### config.mk
export PLATFORM = sky130hd
export DESIGN_NAME = ansi_csi_escape_parser
export DESIGN_NICKNAME = d
export VERILOG_FILES = /design/src/sv/acep_pkg.sv /design/src/sv/acep_params.sv /design/src/sv/acep_decode.sv /design/src/sv/ansi_csi_escape_parser.sv
export SDC_FILE = /design/constraint.sdc
export NUM_CORES = 1
export LEC_CHECK = 0
export ABC_AREA = 1
export BUFFER_PORTS_ARGS = -buffer_cell sky130_fd_sc_hd__buf_2
export CELL_PAD_IN_SITES_DETAIL_PLACEMENT = 2
export CELL_PAD_IN_SITES_GLOBAL_PLACEMENT = 2
export CORE_AREA = 2 2 140 142
export CTS_CLUSTER_SIZE = 28
export DETAILED_ROUTE_END_ITERATION = 16
export DIE_AREA = 0 0 142 144
export PLACE_DENSITY_LB_ADDON = 0.1
export SLEW_MARGIN = 10
export SYNTH_ARGS = -nofsm -noshare
export SYNTH_HDL_FRONTEND = slang
export SYNTH_SLANG_ARGS = --single-unit
### constraint.sdc
create_clock -name aclk -period 4.39 [get_ports aclk]
set_input_delay 0.439 -clock aclk [delete_from_list [all_inputs] [get_ports aclk]]
set_output_delay 0.439 -clock aclk [all_outputs]
set_load 0.03 [all_outputs]
### src/sv/acep_pkg.sv
// Shared types and constants for the ANSI CSI escape parser.
// Used by acep_params, acep_decode and ansi_csi_escape_parser.
package acep_pkg;

    localparam int ARG_W    = 17;
    localparam int RES_W    = 51;
    localparam int TDATA_W  = 56;
    localparam int IN_W     = 8;

    localparam logic [7:0] CHAR_ESC   = 8'h1B;
    localparam logic [7:0] CHAR_LBRK  = 8'h5B;
    localparam logic [7:0] CHAR_SEMI  = 8'h3B;
    localparam logic [7:0] CHAR_K     = 8'h4B;
    localparam logic [7:0] CHAR_M     = 8'h6D;
    localparam logic [7:0] CHAR_J     = 8'h4A;
    localparam logic [7:0] CHAR_BS    = 8'h08;
    localparam logic [7:0] CHAR_CR    = 8'h0D;
    localparam logic [7:0] CHAR_LF    = 8'h0A;
    localparam logic [7:0] CHAR_ZERO  = 8'h30;
    localparam logic [7:0] CHAR_TWO   = 8'h32;
    localparam logic [7:0] CHAR_NINE  = 8'h39;
    localparam logic [7:0] FG_BASE    = 8'd30;
    localparam logic [7:0] FG_TOP     = 8'd37;

    typedef enum logic [3:0] {
        CMD_NONE       = 4'd0,
        CMD_PRINT      = 4'd1,
        CMD_BACKSPACE  = 4'd2,
        CMD_RETURN     = 4'd3,
        CMD_NEWLINE    = 4'd4,
        CMD_ERASE_LINE = 4'd5,
        CMD_ERASE_EOL  = 4'd6,
        CMD_ERASE_DOWN = 4'd7,
        CMD_ATTR       = 4'd8,
        CMD_HOME       = 4'd9
    } cmd_t;

    // Result beat, lowest field in the lowest bits.
    typedef struct packed {
        logic [ARG_W-1:0] arg1;
        logic [ARG_W-1:0] arg0;
        logic [2:0]       fg_color;
        logic             fg_valid;
        logic             reset_attr;
        logic [7:0]       char_code;
        cmd_t             command;
    } res_t;

    typedef struct packed {
        logic clear;
        logic take;
    } par_ctrl_t;

    typedef struct packed {
        logic             first_is_two;
        logic             first_is_zero;
        logic             reset_attr;
        logic             fg_valid;
        logic [2:0]       fg_color;
        logic [ARG_W-1:0] arg0;
        logic [ARG_W-1:0] arg1;
    } par_info_t;

    function automatic logic is_cursor_final(input logic [7:0] ch);
        return ch inside {"A", "B", "C", "D", "i", "r", "n", "c", "H"};
    endfunction

endpackage

### src/sv/acep_params.sv
// CSI parameter collector: first parameter byte, two decimal fields.
// Depends on acep_pkg.
module acep_params
    import acep_pkg::*;
#(
    parameter int unsigned FIELD_BITS = 16
) (
    input  logic      aclk,
    input  logic      aresetn,
    input  par_ctrl_t ctrl,
    input  logic [7:0] ch,
    output par_info_t info
);

    localparam int ACC_W = FIELD_BITS + 4;
    localparam logic [1:0] SLOT_FIRST = 2'd0;
    localparam logic [1:0] SLOT_DONE  = 2'd2;

    logic [7:0]            first_reg, first_next;
    logic [1:0]            slot_reg, slot_next;
    logic [1:0]            seen_reg, seen_next;
    logic [1:0]            bad_reg, bad_next;
    logic [FIELD_BITS-1:0] value_reg [2];
    logic [FIELD_BITS-1:0] value_next [2];
    logic [FIELD_BITS-1:0] cur_value;
    logic [ACC_W-1:0]      acc_wide;
    logic [FIELD_BITS-1:0] acc_sat;
    logic                  is_digit;

    assign is_digit  = (ch >= CHAR_ZERO) && (ch <= CHAR_NINE);
    assign cur_value = value_reg[slot_reg[0]];
    assign acc_wide  = ({4'b0, cur_value} << 3) + ({4'b0, cur_value} << 1)
                     + ACC_W'(ch[3:0]);
    assign acc_sat   = (|acc_wide[ACC_W-1 -: 4]) ? '1 : acc_wide[FIELD_BITS-1:0];

    always_comb begin
        first_next = first_reg;
        slot_next  = slot_reg;
        seen_next  = seen_reg;
        bad_next   = bad_reg;
        value_next = value_reg;
        if (ctrl.clear) begin
            first_next    = '0;
            slot_next     = SLOT_FIRST;
            seen_next     = '0;
            bad_next      = '0;
            value_next[0] = '0;
            value_next[1] = '0;
        end else if (ctrl.take) begin
            if (slot_reg == SLOT_FIRST && !seen_reg[0]) begin
                first_next = ch;
            end
            if (ch == CHAR_SEMI) begin
                if (slot_reg < SLOT_DONE) begin
                    slot_next = slot_reg + 2'd1;
                end
            end else if (slot_reg < SLOT_DONE) begin
                seen_next[slot_reg[0]] = 1'b1;
                if (is_digit) begin
                    value_next[slot_reg[0]] = acc_sat;
                end else begin
                    bad_next[slot_reg[0]] = 1'b1;
                end
            end
        end
    end

    always_ff @(posedge aclk) begin
        if (!aresetn) begin
            first_reg    <= '0;
            slot_reg     <= SLOT_FIRST;
            seen_reg     <= '0;
            bad_reg      <= '0;
            value_reg[0] <= '0;
            value_reg[1] <= '0;
        end else begin
            first_reg    <= first_next;
            slot_reg     <= slot_next;
            seen_reg     <= seen_next;
            bad_reg      <= bad_next;
            value_reg[0] <= value_next[0];
            value_reg[1] <= value_next[1];
        end
    end

    always_comb begin
        info.first_is_two  = (first_reg == CHAR_TWO);
        info.first_is_zero = (first_reg == CHAR_ZERO);
        info.arg0 = !seen_reg[0] ? '1 :
                    bad_reg[0] ? '0 : ARG_W'({{ARG_W{1'b0}}, value_reg[0]});
        info.arg1 = !seen_reg[1] ? '1 :
                    bad_reg[1] ? '0 : ARG_W'({{ARG_W{1'b0}}, value_reg[1]});
        info.reset_attr = seen_reg[0] && (bad_reg[0] || value_reg[0] == '0);
        info.fg_valid   = seen_reg[1] && !bad_reg[1]
                       && (value_reg[1] >= FIELD_BITS'(FG_BASE))
                       && (value_reg[1] <= FIELD_BITS'(FG_TOP));
        info.fg_color   = info.fg_valid ? (value_reg[1][2:0] - FG_BASE[2:0]) : 3'd0;
    end

    a_clear_empties: assert property (@(posedge aclk) disable iff (!aresetn)
        ctrl.clear |=> slot_reg == SLOT_FIRST && seen_reg == '0 && bad_reg == '0)
        else $error("parameter fields not cleared");

endmodule

### src/sv/acep_decode.sv
// Parser mode tracking and command decode for one registered byte.
// Depends on acep_pkg; drives acep_params through par_ctrl_t.
module acep_decode
    import acep_pkg::*;
(
    input  logic       aclk,
    input  logic       aresetn,
    input  logic       advance,
    input  logic [7:0] byte_q,
    input  par_info_t  info,
    output par_ctrl_t  ctrl,
    output res_t       res
);

    typedef enum logic [1:0] {
        MODE_TEXT = 2'd0,
        MODE_ESC  = 2'd1,
        MODE_CSI  = 2'd2
    } mode_t;

    mode_t mode_reg, mode_next;
    logic  clear_req, take_req;

    always_comb begin
        res       = '0;
        mode_next = mode_reg;
        clear_req = 1'b0;
        take_req  = 1'b0;
        case (mode_reg)
            MODE_CSI: begin
                case (byte_q)
                    CHAR_K: begin
                        if (info.first_is_two) begin
                            res.command = CMD_ERASE_LINE;
                        end else if (info.first_is_zero) begin
                            res.command = CMD_ERASE_EOL;
                        end
                        mode_next = MODE_TEXT;
                    end
                    CHAR_M: begin
                        res.command    = CMD_ATTR;
                        res.arg0       = info.arg0;
                        res.arg1       = info.arg1;
                        res.reset_attr = info.reset_attr;
                        res.fg_valid   = info.fg_valid;
                        res.fg_color   = info.fg_color;
                        mode_next      = MODE_TEXT;
                    end
                    CHAR_J: begin
                        res.command = CMD_ERASE_DOWN;
                        mode_next   = MODE_TEXT;
                    end
                    default: begin
                        if (is_cursor_final(byte_q)) begin
                            res.command = CMD_HOME;
                            res.arg0    = info.arg0;
                            res.arg1    = info.arg1;
                            mode_next   = MODE_TEXT;
                        end else begin
                            take_req = 1'b1;
                        end
                    end
                endcase
            end
            default: begin
                case (byte_q)
                    CHAR_ESC: mode_next = MODE_ESC;
                    CHAR_LBRK: begin
                        if (mode_reg == MODE_ESC) begin
                            mode_next = MODE_CSI;
                            clear_req = 1'b1;
                        end
                    end
                    CHAR_BS: res.command = CMD_BACKSPACE;
                    CHAR_CR: res.command = CMD_RETURN;
                    CHAR_LF: res.command = CMD_NEWLINE;
                    default: begin
                        res.command   = CMD_PRINT;
                        res.char_code = byte_q;
                    end
                endcase
            end
        endcase
    end

    assign ctrl.clear = advance && clear_req;
    assign ctrl.take  = advance && take_req;

    always_ff @(posedge aclk) begin
        if (!aresetn) begin
            mode_reg <= MODE_TEXT;
        end else if (advance) begin
            mode_reg <= mode_next;
        end
    end

    a_esc_arms: assert property (@(posedge aclk) disable iff (!aresetn)
        advance && byte_q == CHAR_ESC && mode_reg != MODE_CSI |=> mode_reg == MODE_ESC)
        else $error("escape byte did not arm the parser");

    a_attr_only: assert property (@(posedge aclk) disable iff (!aresetn)
        res.command != CMD_ATTR |-> !res.reset_attr && !res.fg_valid)
        else $error("attribute flags set outside attribute command");

endmodule

### src/sv/ansi_csi_escape_parser.sv
// ANSI CSI escape parser top level: input register, decode, result register.
// Depends on acep_pkg, acep_params and acep_decode.
//
// Usage:
//   s_ channel: one received terminal byte per beat in s_tdata[7:0].
//   m_ channel: exactly one display command per input byte, in order.
//   An input beat is registered at its accepting edge and decoded into the
//   result register when that register is free or being read, and
//   m_tvalid is driven from the result register.
//   Throughput is one byte per cycle while m_tready stays high: the decode
//   is a single short path between the input register and the result
//   register; parser state updates in the same cycle the result is loaded.
//   When the receiver stalls, the result register holds its beat, the
//   input register holds at most one more byte, s_tready then drops until
//   m_tready returns; no beat is lost or repeated.
//   Reset (aresetn low, synchronous) empties both registers and returns
//   the parser to plain text with all CSI fields cleared.
//   FIELD_BITS sets the saturation width of the decimal CSI fields.
module ansi_csi_escape_parser
    import acep_pkg::*;
#(
    parameter int unsigned FIELD_BITS = 16
) (
    input  logic               aclk,
    input  logic               aresetn,
    input  logic               s_tvalid,
    output logic               s_tready,
    input  logic [IN_W-1:0]    s_tdata,   // [7:0] byte_in
    output logic               m_tvalid,
    input  logic               m_tready,
    // [3:0] command, [11:4] char_code, [12] reset_attr, [13] fg_valid,
    // [16:14] fg_color, [33:17] arg0, [50:34] arg1, [55:51] zero
    output logic [TDATA_W-1:0] m_tdata
);

    logic       in_valid_reg;
    logic [7:0] in_byte_reg;
    logic       out_valid_reg;
    res_t       out_res_reg;
    logic       advance;
    res_t       res;
    par_ctrl_t  ctrl;
    par_info_t  info;

    assign advance  = in_valid_reg && (!out_valid_reg || m_tready);
    assign s_tready = !in_valid_reg || advance;
    assign m_tvalid = out_valid_reg;
    assign m_tdata  = {{(TDATA_W - RES_W){1'b0}}, out_res_reg};

    acep_params #(
        .FIELD_BITS(FIELD_BITS)
    ) u_params (
        .aclk    (aclk),
        .aresetn (aresetn),
        .ctrl    (ctrl),
        .ch      (in_byte_reg),
        .info    (info)
    );

    acep_decode u_decode (
        .aclk    (aclk),
        .aresetn (aresetn),
        .advance (advance),
        .byte_q  (in_byte_reg),
        .info    (info),
        .ctrl    (ctrl),
        .res     (res)
    );

    always_ff @(posedge aclk) begin
        if (!aresetn) begin
            in_valid_reg  <= 1'b0;
            out_valid_reg <= 1'b0;
        end else begin
            if (s_tready) begin
                in_valid_reg <= s_tvalid;
            end
            if (advance) begin
                out_valid_reg <= 1'b1;
            end else if (m_tready) begin
                out_valid_reg <= 1'b0;
            end
        end
    end

    always_ff @(posedge aclk) begin
        if (s_tvalid && s_tready) begin
            in_byte_reg <= s_tdata;
        end
        if (advance) begin
            out_res_reg <= res;
        end
    end

    a_reset_empties: assert property (@(posedge aclk)
        !aresetn |=> !m_tvalid)
        else $error("result valid after reset");

    a_stall_full: assert property (@(posedge aclk) disable iff (!aresetn)
        !s_tready |-> in_valid_reg && out_valid_reg && !m_tready)
        else $error("input stalled while a register is free");

endmodule
# Word level (Yosys, flattened, before mapping)

Index checks and enable logic that the tools add are counted.
Widths: inputs -> output; s select.

Memories: 0
Bits in latches: 0
Input bits: 12
Register bits after elaboration: 109
Bits in read-only memories: 0
Logic and storage cells: 132
Bits in writable memories: 0

Shift operators: 0
Muxes and demuxes: 34
Order comparisons: 9
Reductions and logical operators: 38
Divide/modulo/power cells: 0
Bitwise gates (word level): 6
$mul: 0
Equality and inequality tests: 24
Add/subtract/negate cells: 4

Operators by type and width:

| cell                | number |
|---|---|
| $mux 16             | 7 |
| $eq 8x7->1 const B  | 13 |
| $pmux 34 s2         | 1 |
| $mux 17             | 2 |
| $mux 34             | 1 |
| $bwmux 32           | 1 |
| $eq 8x4->1 const B  | 3 |
| $eq 8x6->1 const B  | 3 |
| $add 19x17->20      | 1 |
| $add 20x4->20       | 1 |
| $demux 16 s1        | 1 |
| $ge 16x5->1 const B | 1 |
| $le 16x6->1 const B | 1 |
| $logic_not 16->1    | 1 |
| $logic_and 1x1->1   | 12 |
| $mux 4              | 3 |
| $pmux 3 s4          | 1 |
| $pmux 4 s3          | 1 |
| $reduce_and 4->1    | 3 |
| $mux 1              | 9 |
| $reduce_and 3->1    | 3 |
| $reduce_bool 9->1   | 1 |
| $eq 8x5->1 const B  | 1 |
| $ge 8x6->1 const B  | 1 |
| 29 further kinds    | 43 |

# Logic depth before layout (Yosys ltp)

Depth after elaboration: 9
Depth in mapped cells: 22
Gate-level depth less buffers: 19

# By module

A second synthesis with hierarchy kept.

Cell total of the unflattened synthesis: 860
Area, all modules: 6,505.0 um^2

By module, submodules not included:

| module                 | times used | seq. area each (um^2) | cells each | area an instance (um^2) |
|---|---|---|---|---|
| acep_params            | 1          | 920.9                 | 592        | 3,713.6 |
| ansi_csi_escape_parser | 1          | 1,811.7               | 78         | 1,908.1 |
| acep_decode            | 1          | 40.0                  | 190        | 883.3 |

# Worst setup path after synthesis

No wires, ideal clock.

Kind: register -> register
Start: register u_params.slot_reg[0]
End: register u_params.value_reg[10] in the netlist's numbering
Period minus slack after synthesis: 3,208 ps
Buffers on the path: 3
Slack: 1,182 ps
Stages on the path, launching flop included: 20
Setup time: 113 ps
Arrival time: 3,096 ps
Cell sequence: dfxtp_1 buf_2 clkbuf_1 o21ai_0 fa_1 inv_1 fa_1 inv_1 nand2_1 nand2_1 nand3_1 nand2_1 nand2_1 nand3_1 nand2_1 nor2_2 buf_2 nand3_1 nor2_1 nor2_1

Word-level cells in the longest chain between the ends: 9
Elaborated cells between the ends (all ways): 16
Those cells by class: add/sub: 2; order compare: 3; mux: 7; bitwise: 1; reduce/logical: 3

RTL lines:

| item                                       | line                                 | RTL |
|---|---|---|
| start, declared                            | acep_params.sv:20                    | `logic [1:0] slot_reg, slot_next;` |
| start signal, assigned                     | acep_params.sv:78                    | `slot_reg <= slot_next;` |
| $not 1->2 (implied by the code)            | acep_params.sv:31, acep_params.sv:60 |  |
| $mux 16 (implied by the code) (3 in a row) | acep_params.sv:31                    | `assign cur_value = value_reg[slot_reg[0]];` |
| $add 19x17->20                             | acep_params.sv:32                    | `assign acc_wide = ({4'b0, cur_value} << 3) + ({4'b0, cur_value} << 1)` |
| $add 20x4->20                              | acep_params.sv:33                    | `+ ACC_W'(ch[3:0]);` |
| $reduce_or 4->1                            | acep_params.sv:34                    | `assign acc_sat = (\|acc_wide[ACC_W-1 -: 4]) ? '1 : acc_wide[FIELD_BITS-1:0];` |
| $mux 16                                    | acep_params.sv:34                    |  |
| $bwmux 32                                  | acep_params.sv:60                    | `value_next[slot_reg[0]] = acc_sat;` |
| end, declared                              | acep_params.sv:23                    | `logic [FIELD_BITS-1:0] value_reg [2];` |

Parallel ways exist; a longest one is shown, timed or not. The select of a mux whose other input is x is not followed.
A chain may end at the register's enable or synchronous reset.

# Final worst setup path

Start: register u_params.slot_reg[0]
End: register u_params.value_reg[0] in the netlist's numbering

The elaborated chain is that of the path after synthesis.

==> impl_metrics.tcl <==
set metrics [dict create \
    hold_class "in -> reg" \
    fmax_mhz 256 \
    period_minus_slack_ps 3910 \
    synth-main-ff-cell "edfxtp_1" \
    fp.dieH_um 144 \
    placed_area_um2 6790 \
    synth_area_per_cell_um2 7.49 \
    gp_congestion 0.850 \
    cts_htree_levels 3 \
    fin_area_um2 7090 \
    final_core_util 0.372 \
    cts_root_buffer "clkbuf_16" \
    fin_tns_setup_ps 0 \
    cp_common_cell "nand2_1" \
    slew_headroom 0.377 \
    rsz0062_at_grt "false" \
    vdd_drop_max_mv 0.158 \
    cts_tree "done" \
    placedCellCount 1123 \
    setup_viol 0 \
    final.setup_skew_ps 11.9 \
    crit_slowest_cell "fa_1" \
    cts_setup_buffers 0 \
    largest_register_ffs 51 \
    vias_per_cell 4.89 \
    drc 0 \
    synth.most_common_cell "nand2_1" \
    grt_pass1_wl_um 32400 \
    leakagePower_nw 3.52 \
    yosysSeqAreaShare 0.438 \
    core_area_um2 19100 \
    crit_path_cell_trace "buf_4, o21ai_0, fa_1, inv_1, fa_1, inv_1, nand2_1, nand2_1, nand3_1, nand2_1, nand2_1, nand3_1, nand2_1, nor2_2, nand3_1, nor2_1, nor2_1" \
    grt_pass1_vias 5974 \
    ctsHoldBuffers 0 \
    wl_per_cell_um 17.5 \
    maxSlewViolCount 0 \
    worstPathArrival_ps 4170 \
    slowest_delay_ps 590 \
    yosysTopAreaCellShare 0.280 \
    ioPinCount 70 \
    max-cap-violations 0 \
    worst_setup_path_end_kind "flip-flop" \
    status "finished, final reports clean" \
    ant_nets 0 \
    clockBufferDepth 2 \
    critPathLaunchType "flip-flop" \
    crit_fanout 36 \
    async_reset_ff_frac 0 \
    cts.repair.resized 0 \
    worst_pin_slew_ps 928 \
    synthCells 846 \
    port_buffers 64 \
    rows 51 \
    synth_seq_cells 109 \
    drt_iter0_markers 230 \
    synth_commonest_cells "nand2_1, inv_1, nor2_1" \
    fin_crit_sh 0.891 \
    overflow 0 \
    stdcell_count 1139 \
    wirelength_um 19900 \
    clock-sinks 109 \
    grt_start_max_net_pins 49 \
    hpwlAfterDp_um 15500 \
    grt_antenna_before_repair 0 \
    grt_use_total 0.203 \
    syn_area_um2 6340 \
    dieArea_um2 20400 \
    synth-edff-count 59 \
    vias 5568 \
    yosysTopAreaCell "edfxtp_1" \
    first_pass_iters 4 \
    yosys-top-cells-area "edfxtp_1, dfxtp_1, nand2_1" \
    start_util 0.332 \
    numCtsBuffers 9 \
    fillers 2267 \
    area_growth_pct 11.9 \
    ys_warn_count 0 \
    drive_gt1_frac 0.121 \
    required_ps 4650 \
    powerDensity_nw_per_um2 293 \
    antenna_cells 0 \
    die_w_um 142 \
    path_clk_slew_ps 90 \
    hold_viol 0 \
    critPathKind "reg -> reg" \
    layout.nets 942 \
    synth.distinct_cells 36 \
    clkLatencyLatePin_ps 360 \
]
critical path: cells and delay by family, from the launching register on:
family / cells / cell delay [ps]
and+or+nand+nor: 11 / 1710
buffers and inverters: 3 / 460
adders and majority gates: 2 / 1050
DFF: 1 / 320
AOI/OAI and AO/OA: 1 / 250
per-stage QoR:
| stage | power, mW | setup WS (ps) | hold slack (ps) |
|---|---|---|---|
| final | 2.07 | 480 | 249 |
| after global routing | 2.15 | 85.3 | 242 |
| after CTS | 2.10 | 401 | 242 |
| after detailed placement | 1.26 | 438 | 464 |
| after global placement | 1.25 | 582 | 451 |
| after floorplan | 1.22 | 1180 | 429 |
area by class of cell:
cell class / count / area (um^2) / share of cell area
tap: 238 / 298 / 0.0420
multi-input combinational: 582 / 2900 / 0.409
clock buffer: 9 / 225 / 0.0318
clock inverter: 7 / 77.6 / 0.0109
timing repair buffer: 66 / 335 / 0.0473
sequential: 109 / 2770 / 0.391
inverter: 128 / 480 / 0.0678
power breakdown:
part / switching [mW] / total (mW) / internal, mW
clock network: 0.437 / 0.842 / 0.405
logic: 0.0961 / 0.122 / 0.0261
registers: 0.0134 / 1.11 / 1.10
routing by layer:
metal  wire length [um]  up-vias  track usage
li1                   -     2772            -
met3                363        8       0.0252
met4                118        0       0.0316
met5                  0        -            0
met1               9620     2727        0.271
met2               9800       61        0.359
final timing paths:
check	from	endpoint	slack (ps)	cells after the start
max reg2reg	u_params.slot_reg[0]	u_params.value_reg[0]	480	17
min reg2reg	u_params.first_reg[7]	u_params.first_reg[7]	470	2
max	u_params.slot_reg[0]	u_params.value_reg[0]	480	17
min	s_tdata[5]	in_byte_reg[5]	250	1
kinds of logic after synthesis:
| logic type | Yosys count | synth area share |
|---|---|---|
| buf+inv | 159 | 0.107 |
| simple gates | 443 | 0.297 |
| other cells | 1 | 0.000592 |
| compound gates | 92 | 0.0772 |
| flops | 109 | 0.438 |
| xor+xnor | 8 | 0.0111 |
| fa+ha+maj | 34 | 0.0695 |
cells in the final DEF, fill, tap and decap left out, drive strengths merged, types with 5 or more instances in the layout:
cell | synthesis | final
clkinv | 3 | 6
nor3 | 9 | 9
clkbuf | 9 | 9
inv | 125 | 128
ha | 32 | 32
nor2 | 123 | 123
nand4 | 13 | 13
o21ai | 27 | 27
edfxtp | 59 | 59
a21oi | 60 | 60
nand2 | 247 | 247
conb | 1 | 5
nand3 | 50 | 50
buf | 22 | 66
dfxtp | 50 | 50
Note: power is estimated with default switching activity, not from simulation.
